## config.mk

```make
export PLATFORM = sky130hd
export DESIGN_NAME = lasa_cell
export DESIGN_NICKNAME = d
export VERILOG_FILES = /design/src/hdl/local_alignment_score_array_top_assert.svh /design/src/hdl/lasa_pkg.sv /design/src/hdl/lasa_cell.sv
export SDC_FILE = /design/constraint.sdc
export NUM_CORES = 1
export LEC_CHECK = 0
export BUFFER_PORTS_ARGS = -buffer_cell sky130_fd_sc_hd__buf_2
export CAP_MARGIN = 20
export CELL_PAD_IN_SITES_DETAIL_PLACEMENT = 1
export CELL_PAD_IN_SITES_GLOBAL_PLACEMENT = 1
export CORE_AREA = 2 2 121 123
export CTS_BUF_LIST = sky130_fd_sc_hd__clkbuf_8
export DETAILED_ROUTE_END_ITERATION = 6
export DIE_AREA = 0 0 123 125
export GPL_TIMING_DRIVEN = 0
export PLACE_DENSITY = 0.79
export SLEW_MARGIN = 20
export SYNTH_ARGS = -nofsm -noshare
export SYNTH_HDL_FRONTEND = slang
export SYNTH_SLANG_ARGS = --single-unit
```

## constraint.sdc

```tcl
create_clock -name clk -period 5.3 [get_ports clk]
set_input_delay 0.53 -clock clk [delete_from_list [all_inputs] [get_ports clk]]
set_output_delay 0.53 -clock clk [all_outputs]
set_load 0.05 [all_outputs]
```

## src/hdl/local_alignment_score_array_top_assert.svh

```systemverilog
// ----------------------------------------------------------------------------
// Assertion macros for the local alignment score array
// Clocked, reset-gated property checks used at the end of the top level.
// ----------------------------------------------------------------------------
`ifndef LOCAL_ALIGNMENT_SCORE_ARRAY_TOP_ASSERT_SVH
`define LOCAL_ALIGNMENT_SCORE_ARRAY_TOP_ASSERT_SVH

// Property checked on every rising clk edge outside reset.
`define LASA_ASSERT(lbl, prop, msg) \
	lbl: assert property (@(posedge clk) disable iff (!arst_n) prop) else $error(msg);

// Expression that must never be true.
`define LASA_ASSERT_NEVER(lbl, expr, msg) \
	`LASA_ASSERT(lbl, !(expr), msg)

`endif

```

## src/hdl/lasa_pkg.sv

```systemverilog
// ----------------------------------------------------------------------------
// lasa_pkg
// Shared types and constants of the local alignment score array.
// ----------------------------------------------------------------------------
`default_nettype none

package lasa_pkg;

	localparam int QUERY_CELLS  = 32;
	localparam int COLUMN_BITS  = 16;
	localparam int PACKED_BASES = 32;
	localparam int SCORE_BITS   = 9;
	localparam int ROW_BITS     = 6;
	localparam int QUERY_BITS   = 2 * PACKED_BASES;
	localparam int CFG_IDX_BITS = 3;

	localparam logic [SCORE_BITS-1:0] SCORE_MAX = '1;
	localparam logic [COLUMN_BITS-1:0] COLUMN_MAX = '1;

	typedef logic [1:0]             base_t;
	typedef logic [SCORE_BITS-1:0]  score_t;
	typedef logic [ROW_BITS-1:0]    row_t;
	typedef logic [COLUMN_BITS-1:0] column_t;

	// Configuration register indexes
	typedef enum logic [CFG_IDX_BITS-1:0] {
		REG_QUERY_BASES = 3'd0,
		REG_QUERY_LEN   = 3'd1,
		REG_MATCH       = 3'd2,
		REG_MISMATCH    = 3'd3,
		REG_GAP         = 3'd4
	} cfg_reg_t;

	typedef enum logic {
		ST_IDLE,
		ST_BUSY
	} state_t;

	typedef struct packed {
		logic [3:0] match_bonus;
		logic [3:0] mismatch_penalty;
		logic [3:0] gap_penalty;
	} scores_t;

	// Wavefront token handed from one cell to the next
	typedef struct packed {
		logic    valid;
		base_t   base;
		score_t  up;
		score_t  diag;
		score_t  best_score;
		row_t    best_row;
		column_t best_column;
		column_t column;
	} link_t;

endpackage

`default_nettype wire

```

## src/hdl/lasa_cell.sv

```systemverilog
// ----------------------------------------------------------------------------
// lasa_cell
// One query row: holds its score of the previous column, scores the new
// cell when the token passes and carries the running best along.
// ----------------------------------------------------------------------------
`default_nettype none

module lasa_cell (
	input  logic              clk,
	input  logic              arst_n,
	input  logic              clear,
	input  lasa_pkg::row_t    row,
	input  lasa_pkg::base_t   qbase,
	input  logic              active,
	input  lasa_pkg::scores_t scores,
	input  lasa_pkg::link_t   link_in,
	output lasa_pkg::link_t   link_out
);
	import lasa_pkg::*;

	score_t prev_q;
	link_t  link_q;
	link_t  link_next;

	logic signed [SCORE_BITS+1:0] diag_s;
	logic signed [SCORE_BITS+1:0] up_s;
	logic signed [SCORE_BITS+1:0] left_s;
	logic signed [SCORE_BITS+1:0] d_s;
	logic signed [SCORE_BITS+1:0] m_s;
	score_t score_new;
	logic   better;

	always_comb begin
		diag_s = signed'({2'b00, link_in.diag});
		up_s   = signed'({2'b00, link_in.up});
		left_s = signed'({2'b00, prev_q});
		if (qbase == link_in.base) begin
			d_s = diag_s + signed'({{(SCORE_BITS-2){1'b0}}, scores.match_bonus});
		end else begin
			d_s = diag_s - signed'({{(SCORE_BITS-2){1'b0}}, scores.mismatch_penalty});
		end
		m_s = '0;
		if (d_s > m_s) m_s = d_s;
		if (up_s - signed'({{(SCORE_BITS-2){1'b0}}, scores.gap_penalty}) > m_s)
			m_s = up_s - signed'({{(SCORE_BITS-2){1'b0}}, scores.gap_penalty});
		if (left_s - signed'({{(SCORE_BITS-2){1'b0}}, scores.gap_penalty}) > m_s)
			m_s = left_s - signed'({{(SCORE_BITS-2){1'b0}}, scores.gap_penalty});
		// saturate
		if (m_s > signed'({2'b00, SCORE_MAX})) begin
			score_new = SCORE_MAX;
		end else begin
			score_new = m_s[SCORE_BITS-1:0];
		end

		better = active && (score_new != '0) &&
			((score_new > link_in.best_score) ||
			 ((score_new == link_in.best_score) && (row < link_in.best_row)));

		link_next = link_in;
		if (active) begin
			link_next.up   = score_new;
			link_next.diag = prev_q;
		end
		if (better) begin
			link_next.best_score  = score_new;
			link_next.best_row    = row;
			link_next.best_column = link_in.column;
		end
	end

	always_ff @(posedge clk or negedge arst_n) begin
		if (!arst_n) begin
			prev_q <= '0;
		end else if (clear) begin
			prev_q <= '0;
		end else if (link_in.valid && active) begin
			prev_q <= score_new;
		end
	end

	// payload follows the token
	always_ff @(posedge clk or negedge arst_n) begin
		if (!arst_n) begin
			link_q <= '0;
		end else begin
			link_q <= link_next;
		end
	end

	assign link_out = link_q;

endmodule

`default_nettype wire

```

==> results.py, run 1 <==
metrics = {
    "power_and_ir_drop": {
        "swShare_pct": 48.6,
        "p_leak_uw": 0.00373,
        "p_per_area_nw_per_um2": 816,
        "power_frac_comb_pct": 79.2,
        "vdd_ir_drop_max_mv": 0.280,
        "p_sw_uw": 3130,
        "seq_power_share_pct": 13.5,
        "internal_power_uw": 3310,
        "clkPwrFrac_pct": 7.3,
        "total_power_uw": 6440,
    },
    "floorplan": {
        "core_area_um2": 14200,
        "dieArea_um2": 15400,
        "die_height_um": 125,
        "fp.dieW_um": 123,
        "pin_count": 160,
        "initial_core_util_pct": 36.1,
        "rows": 44,
    },
    "placed_design": {
        "portBuffers": 156,
        "dp_hpwl_um": 13700,
        "detailedPlace.worstSlack_ns": -3.22,
        "place.gp.congestion": 0.877,
    },
    "outcome": {
        "violations": "setup timing",
        "status": "finished, violations left",
    },
    "cts": {
        "cts_sinks": 77,
        "clk_latency_ns": 0.36,
        "tritoncts": "yes",
        "htree_levels": 3,
        "cts_buffers": 9,
        "hold_buffers": 0,
        "cts-root-buf": "clkbuf_8",
        "clk_path_buf_depth": 2,
        "cts.clk_slew.worst_paths_ns": 0.09,
    },
    "synth": {
        "synth_xor_area_share_pct": 3.88,
        "synth_ff_type": "dfrtp_1",
        "synthArstFlopShare_pct": 100,
        "synth_compound_area_share_pct": 15.3,
        "syn_inst": 488,
        "syn_area_um2": 5130,
        "synth_area_leaders": "dfrtp_1, ha_1, mux2_4",
        "synth_top_area_share_pct": 37.6,
        "seq_area_frac_synth_pct": 37.6,
        "ys_warn_count": 0,
        "synth_fa_ha_area_share_pct": 13.3,
        "synth_area_leader_cell": "dfrtp_1",
        "synth_edf_count": 0,
        "postSynthAreaPerCell_um2": 10.5,
        "ys_types": 76,
        "synthSimpleGateAreaFrac_pct": 13.0,
        "ys_ff_latch": 77,
        "syn-num-nets": 632,
        "synth_top_family_by_area": "compound AO/OA/AOI/OAI gates",
        "synthMuxAreaShare_pct": 12.1,
    },
    "setup_path": {
        "cp.arrival_ns": 7.96,
        "cp_max_fo": 10,
        "cp.depth": 39,
        "worst_path_max_delay_cell": "or3_1",
        "cpPeakStageDelay_ns": 0.41,
        "crit_type": "primary input to flip-flop",
        "cpMostUsedCell": "a211oi_4",
        "cpLargestDelayFamily": "compound AO/OA/AOI/OAI gates",
        "r2r.worst_path.cells": 28,
        "critPathLaunchType": "primary input",
        "crit_required_ns": 5.54,
        "critPathCaptureType": "flip-flop",
        "crit_buf_inv": 12,
    },
    "sta": {
        "slew_viol_final": 0,
        "finalCriticalPeriod_ns": 7.72,
        "rsz0062_at_grt": "yes",
        "max_freq_ghz": 0.129,
        "worst_slew_pin_slew_ns": 0.929,
        "final.setup.worst_slack_ns": -2.42,
        "max-slew-margin-rel_pct": 38.1,
        "finalHoldViolations": 0,
        "period_share_pct": 146,
        "tns_ns": -80.48,
        "finalSetupViolations": 49,
        "finClkSkew_ns": 0.0126,
    },
    "global_routing": {
        "grt_pass1_wl_um": 28500,
        "track_usage_pct": 24.1,
        "grt_pass1_vias": 5271,
        "antenna_found_initial": 0,
        "grt_max_degree": 41,
        "overflow": 0,
    },
    "flow_run": {
        "cap_violations": 0,
    },
    "route": {
        "vias": 5120,
        "via_per_inst": 5.57,
        "wl_per_cell_um": 24.1,
        "first_pass_iters": 5,
        "routed_wl_um": 22200,
        "drt-initial-drc-count": 245,
        "drc": 0,
        "ant_nets": 0,
    },
    "worst_hold_path": {
        "hold_class": "primary input to async pin",
    },
    "layout": {
        "n_antenna_cell": 0,
        "drive_above_1_share_pct": 54.9,
        "syn_to_final_growth_pct": 54.1,
        "fillers": 1563,
        "final_core_utilization_pct": 55.6,
        "fin_nets": 875,
    },
}
kinds of logic after synthesis:
group,count (synthesis)
mux,49
buf+inv,55
compound gates,105
xor+xnor,21
simple gates,128
flops,77
other cells,1
fa+ha+maj,52
repair_timing:
action	in CTS	in global routing
gates resized for setup	84	66
setup buffers	36	38
cloned	2	1
pin swaps	21	17
endpoints found under the setup margin	49	49
path summary, 6_finish.rpt:
path,start,end,slack [ns]
setup reg to reg,prev_q[1]$_DFFE_PN0P_,link_out[38]$_DFF_PN0_,-1.50
hold / removal,arst_n,link_out[14]$_DFF_PN0_,0.13
max in group asynchronous,arst_n,link_out[49]$_DFF_PN0_,4.57
min in group clk,link_in[4],link_out[4]$_DFF_PN0_,0.29
setup / recovery,link_in[66],link_out[38]$_DFF_PN0_,-2.42
hold reg to reg,prev_q[3]$_DFFE_PN0P_,link_out[50]$_DFF_PN0_,0.58
sequential cells by signal, indices dropped and copies added, names as in the netlist:
name / count
prev_q: 9
link_out: 68
layout make-up:
cell class	instances	area, µm²	share of cell area [%]
clock buffer	10	138	1.74
buffer	15	138	1.74
inverter	40	150	1.90
multi-input combinational	356	3690	46.7
clock inverter	6	70.1	0.887
tap	184	230	2.92
timing repair buffer	232	1560	19.7
sequential	77	1930	24.4
Yosys cell counts, types with 5 or more instances:
master     number
a21o_1          5
a21oi_1        29
buf_6           5
clkbuf_1        5
dfrtp_1        77
ha_1           48
inv_1          40
mux2_1          6
mux2_2         18
mux2_4         20
mux2i_1         5
nand2_1        35
nand3_1        12
nor2_1         26
nor2b_1         8
nor3_1         12
o211ai_1        5
o21ai_0        15
o2bb2ai_1       6
xnor2_1        11
xor2_1          8
placed cells by master (no fill, tap or decap), types with 11 or more instances in the layout:
| cell type | count |
|---|---|
| a21oi_1 | 17 |
| buf_2 | 154 |
| buf_4 | 46 |
| buf_6 | 26 |
| dfrtp_1 | 77 |
| ha_1 | 31 |
| ha_4 | 15 |
| inv_1 | 37 |
| mux2_2 | 12 |
| mux2_4 | 32 |
| nand2_1 | 35 |
| nor2_1 | 18 |
| xnor2_1 | 11 |
worst reg2reg max path: cells and delay by family (launching register included):
kind	cells	cell delay, ns
buf+inv	6	0.89
xor+xnor	1	0.50
simple gates	8	1.50
compound gates	10	2.50
flops	1	0.48
fa+ha+maj	3	0.79
per-layer routing:
layer	share of wire (%)	track usage, %	routed length, µm	vias up
li1	-	-	-	2232
met1	34	26.4	7630	2524
met2	52	44.4	11600	268
met3	6.9	4.74	1520	96
met4	6.4	10.6	1420	0
met5	0	0	0	-
per-stage QoR:
step                      hold slack [ns]  cells  area (µm²)
final                               0.133    920        7900
after global placement              0.563    828        6260
after CTS                           0.138    883        7220
after floorplan                     0.234    488        5250
after detailed placement            0.523    829        6290
after global routing                0.150    920        7900
power groups by stage:
stage	Sequential, µW	Clock (µW)	Combinational (µW)
2_1_floorplan	1500	0	1640
3_3_place_gp	868	0	2910
3_5_place_dp	876	0	3030
4_1_cts	867	477	3920
5_1_grt	887	505	5290
6_report	870	471	5100
(Power assumes the default switching activity.)
==> inputs of run 2 (changes only) <==
--- a/config.mk
+++ b/config.mk
@@ -5,16 +5,18 @@
 export SDC_FILE = /design/constraint.sdc
 export NUM_CORES = 1
 export LEC_CHECK = 0
-export BUFFER_PORTS_ARGS = -buffer_cell sky130_fd_sc_hd__buf_2
+export ABC_AREA = 1
 export CAP_MARGIN = 20
 export CELL_PAD_IN_SITES_DETAIL_PLACEMENT = 1
 export CELL_PAD_IN_SITES_GLOBAL_PLACEMENT = 1
-export CORE_AREA = 2 2 121 123
+export CORE_AREA = 2 2 116 118
 export CTS_BUF_LIST = sky130_fd_sc_hd__clkbuf_8
 export DETAILED_ROUTE_END_ITERATION = 6
-export DIE_AREA = 0 0 123 125
+export DIE_AREA = 0 0 118 120
+export DONT_BUFFER_PORTS = 1
 export GPL_TIMING_DRIVEN = 0
-export PLACE_DENSITY = 0.79
+export PLACE_DENSITY = 0.77
+export SKIP_LAST_GASP = 1
 export SLEW_MARGIN = 20
 export SYNTH_ARGS = -nofsm -noshare
 export SYNTH_HDL_FRONTEND = slang
==> results.py, run 2 <==
metrics = {
    "layout": {
        "fin_nets": 929,
        "syn_to_final_growth_pct": 34.0,
        "fillers": 1547,
        "n_antenna_cell": 0,
        "layout_commonest_cell": "nand2_1",
        "final_cells": 966,
        "final_cell_mix": "nand2_1, inv_1, dfrtp_1, nand2_2, nand3_1",
        "final_core_utilization_pct": 54.9,
        "drive_above_1_share_pct": 32.4,
        "largest_reg_flops": 68,
        "fin_area_um2": 7130,
    },
    "setup_path": {
        "critPathCaptureType": "flip-flop",
        "cp_max_fo": 8,
        "r2r.worst_path.cells": 29,
        "cpMostUsedCell": "nand2_2",
        "cpPeakStageDelay_ns": 0.40,
        "cp-endpoint": "link_out[37]$_DFF_PN0_",
        "crit_start": "scores[8]",
        "rrSetupSlack_ns": 0.46,
        "critPathLaunchType": "primary input",
        "crit_required_ns": 5.53,
        "cp.arrival_ns": 6.47,
        "crit_buf_inv": 9,
        "cpLargestDelayFamily": "simple AND/OR/NAND/NOR gates",
        "r2r-end": "link_out[37]$_DFF_PN0_",
        "worst_path_max_delay_cell": "fa_2",
        "r2r-start": "prev_q[1]$_DFFE_PN0P_",
        "crit_type": "primary input to flip-flop",
        "cp.depth": 47,
    },
    "global_routing": {
        "gr-usage-met2_pct": 48.1,
        "grt_pass1_wl_um": 29300,
        "grt.met3_usage_pct": 6.46,
        "track_usage_pct": 26.3,
        "overflow": 0,
        "antenna_found_initial": 0,
        "grt_pass1_vias": 5483,
        "grt_max_degree": 78,
        "busiest_layer": "met2",
        "grt_util_met1_pct": 30.3,
    },
    "cts": {
        "clk_latency_ns": 0.35,
        "htree_levels": 3,
        "clk_path_buf_depth": 2,
        "cts_sinks": 77,
        "cts_buffers": 9,
        "cts-root-buf": "clkbuf_8",
        "cts.clk_slew.worst_paths_ns": 0.08,
        "tritoncts": "yes",
    },
    "synth": {
        "synth_top_area_share_pct": 36.2,
        "ys_ff_latch": 77,
        "yosysMostFrequentCell": "nand2_1",
        "synth_area_leaders": "dfrtp_1, nand2_1, ha_1",
        "synth_common_cells": "nand2_1, inv_1, dfrtp_1, nand3_1, ha_1",
        "syn_inst": 717,
        "synth_area_leader_cell": "dfrtp_1",
        "synth_ff_type": "dfrtp_1",
        "syn_area_um2": 5320,
        "syn-num-nets": 861,
        "synth_edf_count": 0,
        "ys_types": 41,
        "synthArstFlopShare_pct": 100,
        "ys_warn_count": 0,
        "seq_area_frac_synth_pct": 36.2,
        "postSynthAreaPerCell_um2": 7.42,
    },
    "sta": {
        "max-slew-margin-rel_pct": 64.9,
        "finalSetupViolations": 31,
        "finClkSkew_ns": 0.0107,
        "max_freq_ghz": 0.160,
        "tns_ns": -27.06,
        "period_share_pct": 118,
        "slew_viol_final": 0,
        "rsz0062_at_grt": "yes",
        "finalHoldViolations": 0,
        "final.setup.worst_slack_ns": -0.945,
        "finalCriticalPeriod_ns": 6.25,
        "worst_slew_pin_slew_ns": 0.527,
    },
    "floorplan": {
        "core_area_um2": 13000,
        "dieArea_um2": 14200,
        "fp.dieW_um": 118,
        "initial_core_util_pct": 41.0,
        "rows": 42,
        "pin_count": 160,
        "die_height_um": 120,
    },
    "placed_design": {
        "portBuffers": 0,
        "place_area_um2": 5720,
        "dp_cells": 893,
        "place.gp.congestion": 0.900,
        "dp_hpwl_um": 14200,
    },
    "route": {
        "first_pass_iters": 4,
        "drc": 0,
        "drt-initial-drc-count": 234,
        "via_per_inst": 5.43,
        "wl_per_cell_um": 20.4,
        "ant_nets": 0,
        "vias": 5247,
        "routed_wl_um": 19700,
    },
    "worst_hold_path": {
        "hold_class": "primary input to async pin",
    },
    "flow_run": {
        "cap_violations": 0,
    },
    "outcome": {
        "violations": "setup timing",
        "status": "finished, violations left",
    },
}
run 2: cell count changes in the layout (fill, tap and decap cells not counted), moves of 8 or more:
| cell | change |
|---|---|
| buf_2 | -154 |
| buf_6 | -17 |
| inv_1 | +55 |
| mux2_2 | -12 |
| mux2_4 | -32 |
| nand2_1 | +123 |
| nand2_2 | +56 |
| nand2_4 | +22 |
| nand3_1 | +51 |
| nand4_1 | +8 |
| nor2_1 | +10 |
| nor2b_1 | -8 |
| o21ai_0 | +10 |
| xnor2_1 | -8 |
run 2: cell type report:
type | count | area [µm²] | share of cell area [%]
buffer | 17 | 169 | 2.37
clock buffer | 10 | 138 | 1.93
clock inverter | 6 | 63.8 | 0.895
inverter | 105 | 412 | 5.78
multi-input combinational | 518 | 3690 | 51.7
sequential | 77 | 1930 | 27.0
tap | 176 | 220 | 3.09
timing repair buffer | 57 | 510 | 7.16
run 2: worst min path at each step:
stage / startpoint / end / cells past startpoint
2_1_floorplan: arst_n / link_out[0]$_DFF_PN0_ / 0
3_3_place_gp: arst_n / link_out[12]$_DFF_PN0_ / 0
3_5_place_dp: arst_n / link_out[33]$_DFF_PN0_ / 0
4_1_cts: arst_n / prev_q[5]$_DFFE_PN0P_ / 1
5_1_grt: arst_n / link_out[57]$_DFF_PN0_ / 1
6_report: arst_n / link_out[63]$_DFF_PN0_ / 1
run 2: worst register-to-register path: cells and delay by family (launching register included):
| kind | cells | cell delay [ns] |
|---|---|---|
| simple gates | 15 | 1.83 |
| fa+ha+maj | 3 | 0.94 |
| compound gates | 6 | 0.90 |
| buf+inv | 4 | 0.46 |
| flops | 1 | 0.44 |
| xor+xnor | 1 | 0.14 |
run 2: repair_timing:
| action | CTS | global route |
|---|---|---|
| buffers inserted | 42 | 14 |
| hold endpoints to repair | 77 | 0 |
| pin swaps | 52 | 43 |
| setup endpoints to repair | 34 | 45 |
| cloned | 1 | 2 |
| resized for setup | 85 | 93 |
| hold buffers | 1 | 0 |
run 2: through the flow:
| step | hold WS (ns) | setup slack [ns] |
|---|---|---|
| 2_1_floorplan | 0.234 | -0.394 |
| 4_1_cts | 0.0691 | -0.779 |
| 5_1_grt | 0.0772 | -1.27 |
| 3_5_place_dp | 0.236 | -1.66 |
| 3_3_place_gp | 0.236 | -1.31 |
| 6_report | 0.0459 | -0.945 |
run 2: per-layer routing:
| metal | vias to the layer above | part of all wire (%) | routed length [µm] |
|---|---|---|---|
| met5 | - | 0 | 0 |
| met4 | 0 | 3.2 | 635 |
| met3 | 43 | 6.9 | 1360 |
| met2 | 186 | 51 | 10100 |
| met1 | 2592 | 39 | 7620 |
| li1 | 2426 | - | - |
run 2: logic make-up after synthesis:
kind of cell,after synthesis,share of synthesized area [%]
simple gates,384,31.7
buf+inv,122,9.57
flops,77,36.2
compound gates,67,7.36
fa+ha+maj,52,12.8
xor+xnor,14,2.31
other cells,1,0.0705
Power of run 2 is left out: the tool's default activity adds up to more than one toggle a clock period on the data nets, which glitch-free logic cannot reach.
==> inputs of run 3 (changes only) <==
==> constraint.sdc (replaced) <==
create_clock -name clk -period 5.05 [get_ports clk]
set_input_delay 0.505 -clock clk [delete_from_list [all_inputs] [get_ports clk]]
set_output_delay 0.505 -clock clk [all_outputs]
set_load 0.05 [all_outputs]
==> results.py, run 3 (same netlist as run 2, synthesis figures left out) <==
metrics = {
    "global_routing": {
        "antenna_found_initial": 0,
        "track_usage_pct": 26.3,
        "overflow": 0,
        "grt_pass1_vias": 5483,
        "grt_pass1_wl_um": 29300,
        "grt_max_degree": 78,
    },
    "setup_path": {
        "r2r.worst_path.cells": 29,
        "cp_max_fo": 8,
        "cp.arrival_ns": 6.49,
        "cpPeakStageDelay_ns": 0.40,
        "worst_path_max_delay_cell": "fa_2",
        "crit_type": "primary input to flip-flop",
        "critPathLaunchType": "primary input",
        "critPathCaptureType": "flip-flop",
        "cpMostUsedCell": "nand2_2",
        "crit_required_ns": 5.29,
    },
    "layout": {
        "syn_to_final_growth_pct": 35.1,
        "fin_nets": 932,
        "drive_above_1_share_pct": 33.4,
        "final_cell_mix": "nand2_1, inv_1, dfrtp_1, nand2_2, nand3_1",
        "largest_reg_flops": 68,
        "final_core_utilization_pct": 55.3,
        "final_cells": 969,
        "ff_latch_area_um2": 1930,
        "multi_input_area_um2": 3710,
        "fillers": 1543,
        "fin_area_um2": 7180,
        "n_antenna_cell": 0,
        "layout_commonest_cell": "nand2_1",
    },
    "worst_hold_path": {
        "hold_class": "primary input to async pin",
    },
    "sta": {
        "period_share_pct": 124,
        "slew_viol_final": 0,
        "finalSetupViolations": 32,
        "whs_ns": 0.0343,
        "final.setup.worst_slack_ns": -1.20,
        "finalCriticalPeriod_ns": 6.25,
        "worst_slew_pin_slew_ns": 0.520,
        "max_freq_ghz": 0.160,
        "rsz0062_at_grt": "yes",
        "max-slew-margin-rel_pct": 65.3,
        "finClkSkew_ns": 0.0123,
        "finalHoldViolations": 0,
    },
    "cts": {
        "clk_latency_ns": 0.35,
        "cts.clk_slew.worst_paths_ns": 0.08,
        "cts-root-buf": "clkbuf_8",
        "clk_path_buf_depth": 2,
        "tritoncts": "yes",
        "htree_levels": 3,
        "cts_buffers": 9,
        "cts_sinks": 77,
    },
    "route": {
        "first_pass_iters": 5,
        "drt-initial-drc-count": 195,
        "ant_nets": 0,
        "vias": 5263,
        "wl_per_cell_um": 20.4,
        "drc": 0,
        "via_per_inst": 5.43,
        "routed_wl_um": 19800,
    },
    "placed_design": {
        "place_area_um2": 5720,
        "place.gp.congestion": 0.900,
        "dp_hpwl_um": 14200,
        "dp_cells": 893,
        "portBuffers": 0,
    },
    "outcome": {
        "violations": "setup timing",
        "status": "finished, violations left",
    },
    "floorplan": {
        "rows": 42,
        "die_height_um": 120,
        "initial_core_util_pct": 41.0,
        "dieArea_um2": 14200,
        "core_area_um2": 13000,
        "fp.dieW_um": 118,
        "pin_count": 160,
    },
    "flow_run": {
        "cap_violations": 0,
    },
}
==> run 3: cell types whose count changed in the layout (fill, tap and decap cells not counted) <==
cell / previous run / this run
nand3_2: 14 / 15
o22ai_2: 0 / 1
inv_1: 92 / 91
nand3_1: 55 / 54
o22ai_1: 8 / 7
o21ai_0: 20 / 19
buf_6: 9 / 12
o21ai_2: 3 / 5
inv_4: 5 / 6
nand2_1: 158 / 157
nand2_2: 56 / 57
o21ai_1: 8 / 7
==> run 3: path summary, 6_finish.rpt <==
kind                                       start                      to  slack, ns
min in group clk                     link_in[66]  link_out[66]$_DFF_PN0_       0.17
min reg2reg                prev_q[5]$_DFFE_PN0P_  link_out[52]$_DFF_PN0_       0.54
max                                    scores[8]  link_out[19]$_DFF_PN0_      -1.20
min                                       arst_n  link_out[63]$_DFF_PN0_       0.03
max in group asynchronous                 arst_n  link_out[37]$_DFF_PN0_       4.69
max reg2reg                prev_q[1]$_DFFE_PN0P_  link_out[19]$_DFF_PN0_       0.17
==> run 3: per-stage QoR <==
step	setup TNS (ns)	worst slack, ns
floorplan	-18.99	-0.619
global placement	-49.38	-1.53
detailed placement	-65.46	-1.89
CTS	-30.36	-1.00
global route	-45.46	-1.45
finish	-35.79	-1.20
==> run 3: layer usage <==
| metal | GRT usage [%] | part of all wire [%] |
|---|---|---|
| met5 | 0 | 0 |
| met4 | 8.13 | 3.0 |
| met3 | 6.46 | 6.6 |
| met2 | 48.1 | 51 |
| met1 | 30.3 | 39 |
==> run 3: area by class of cell <==
| class | instances | area share [%] |
|---|---|---|
| Timing Repair Buffer | 60 | 7.58 |
| Clock inverter | 6 | 0.888 |
| Clock buffer | 10 | 1.92 |
| Sequential cell | 77 | 26.8 |
| Inverter | 105 | 5.76 |
| Multi-Input combinational cell | 518 | 51.6 |
| Tap cell | 176 | 3.07 |
| Buffer | 17 | 2.35 |
==> run 3: timing repair <==
action                     CTS  global route
hold endpoints to repair    77             0
setup buffers               42            17
resized for setup           87           102
gates cloned                 1             2
hold buffers                 1             0
pin swaps                   52            47
setup endpoints to repair   49            49
==> run 3: worst max-delay path: cells and delay by family <==
kind,cells,cell delay [ns]
buf+inv,7,0.72
fa+ha+maj,5,1.25
compound gates,4,0.51
xor+xnor,1,0.11
simple gates,31,3.36
Power of run 3 is left out for the same reason.
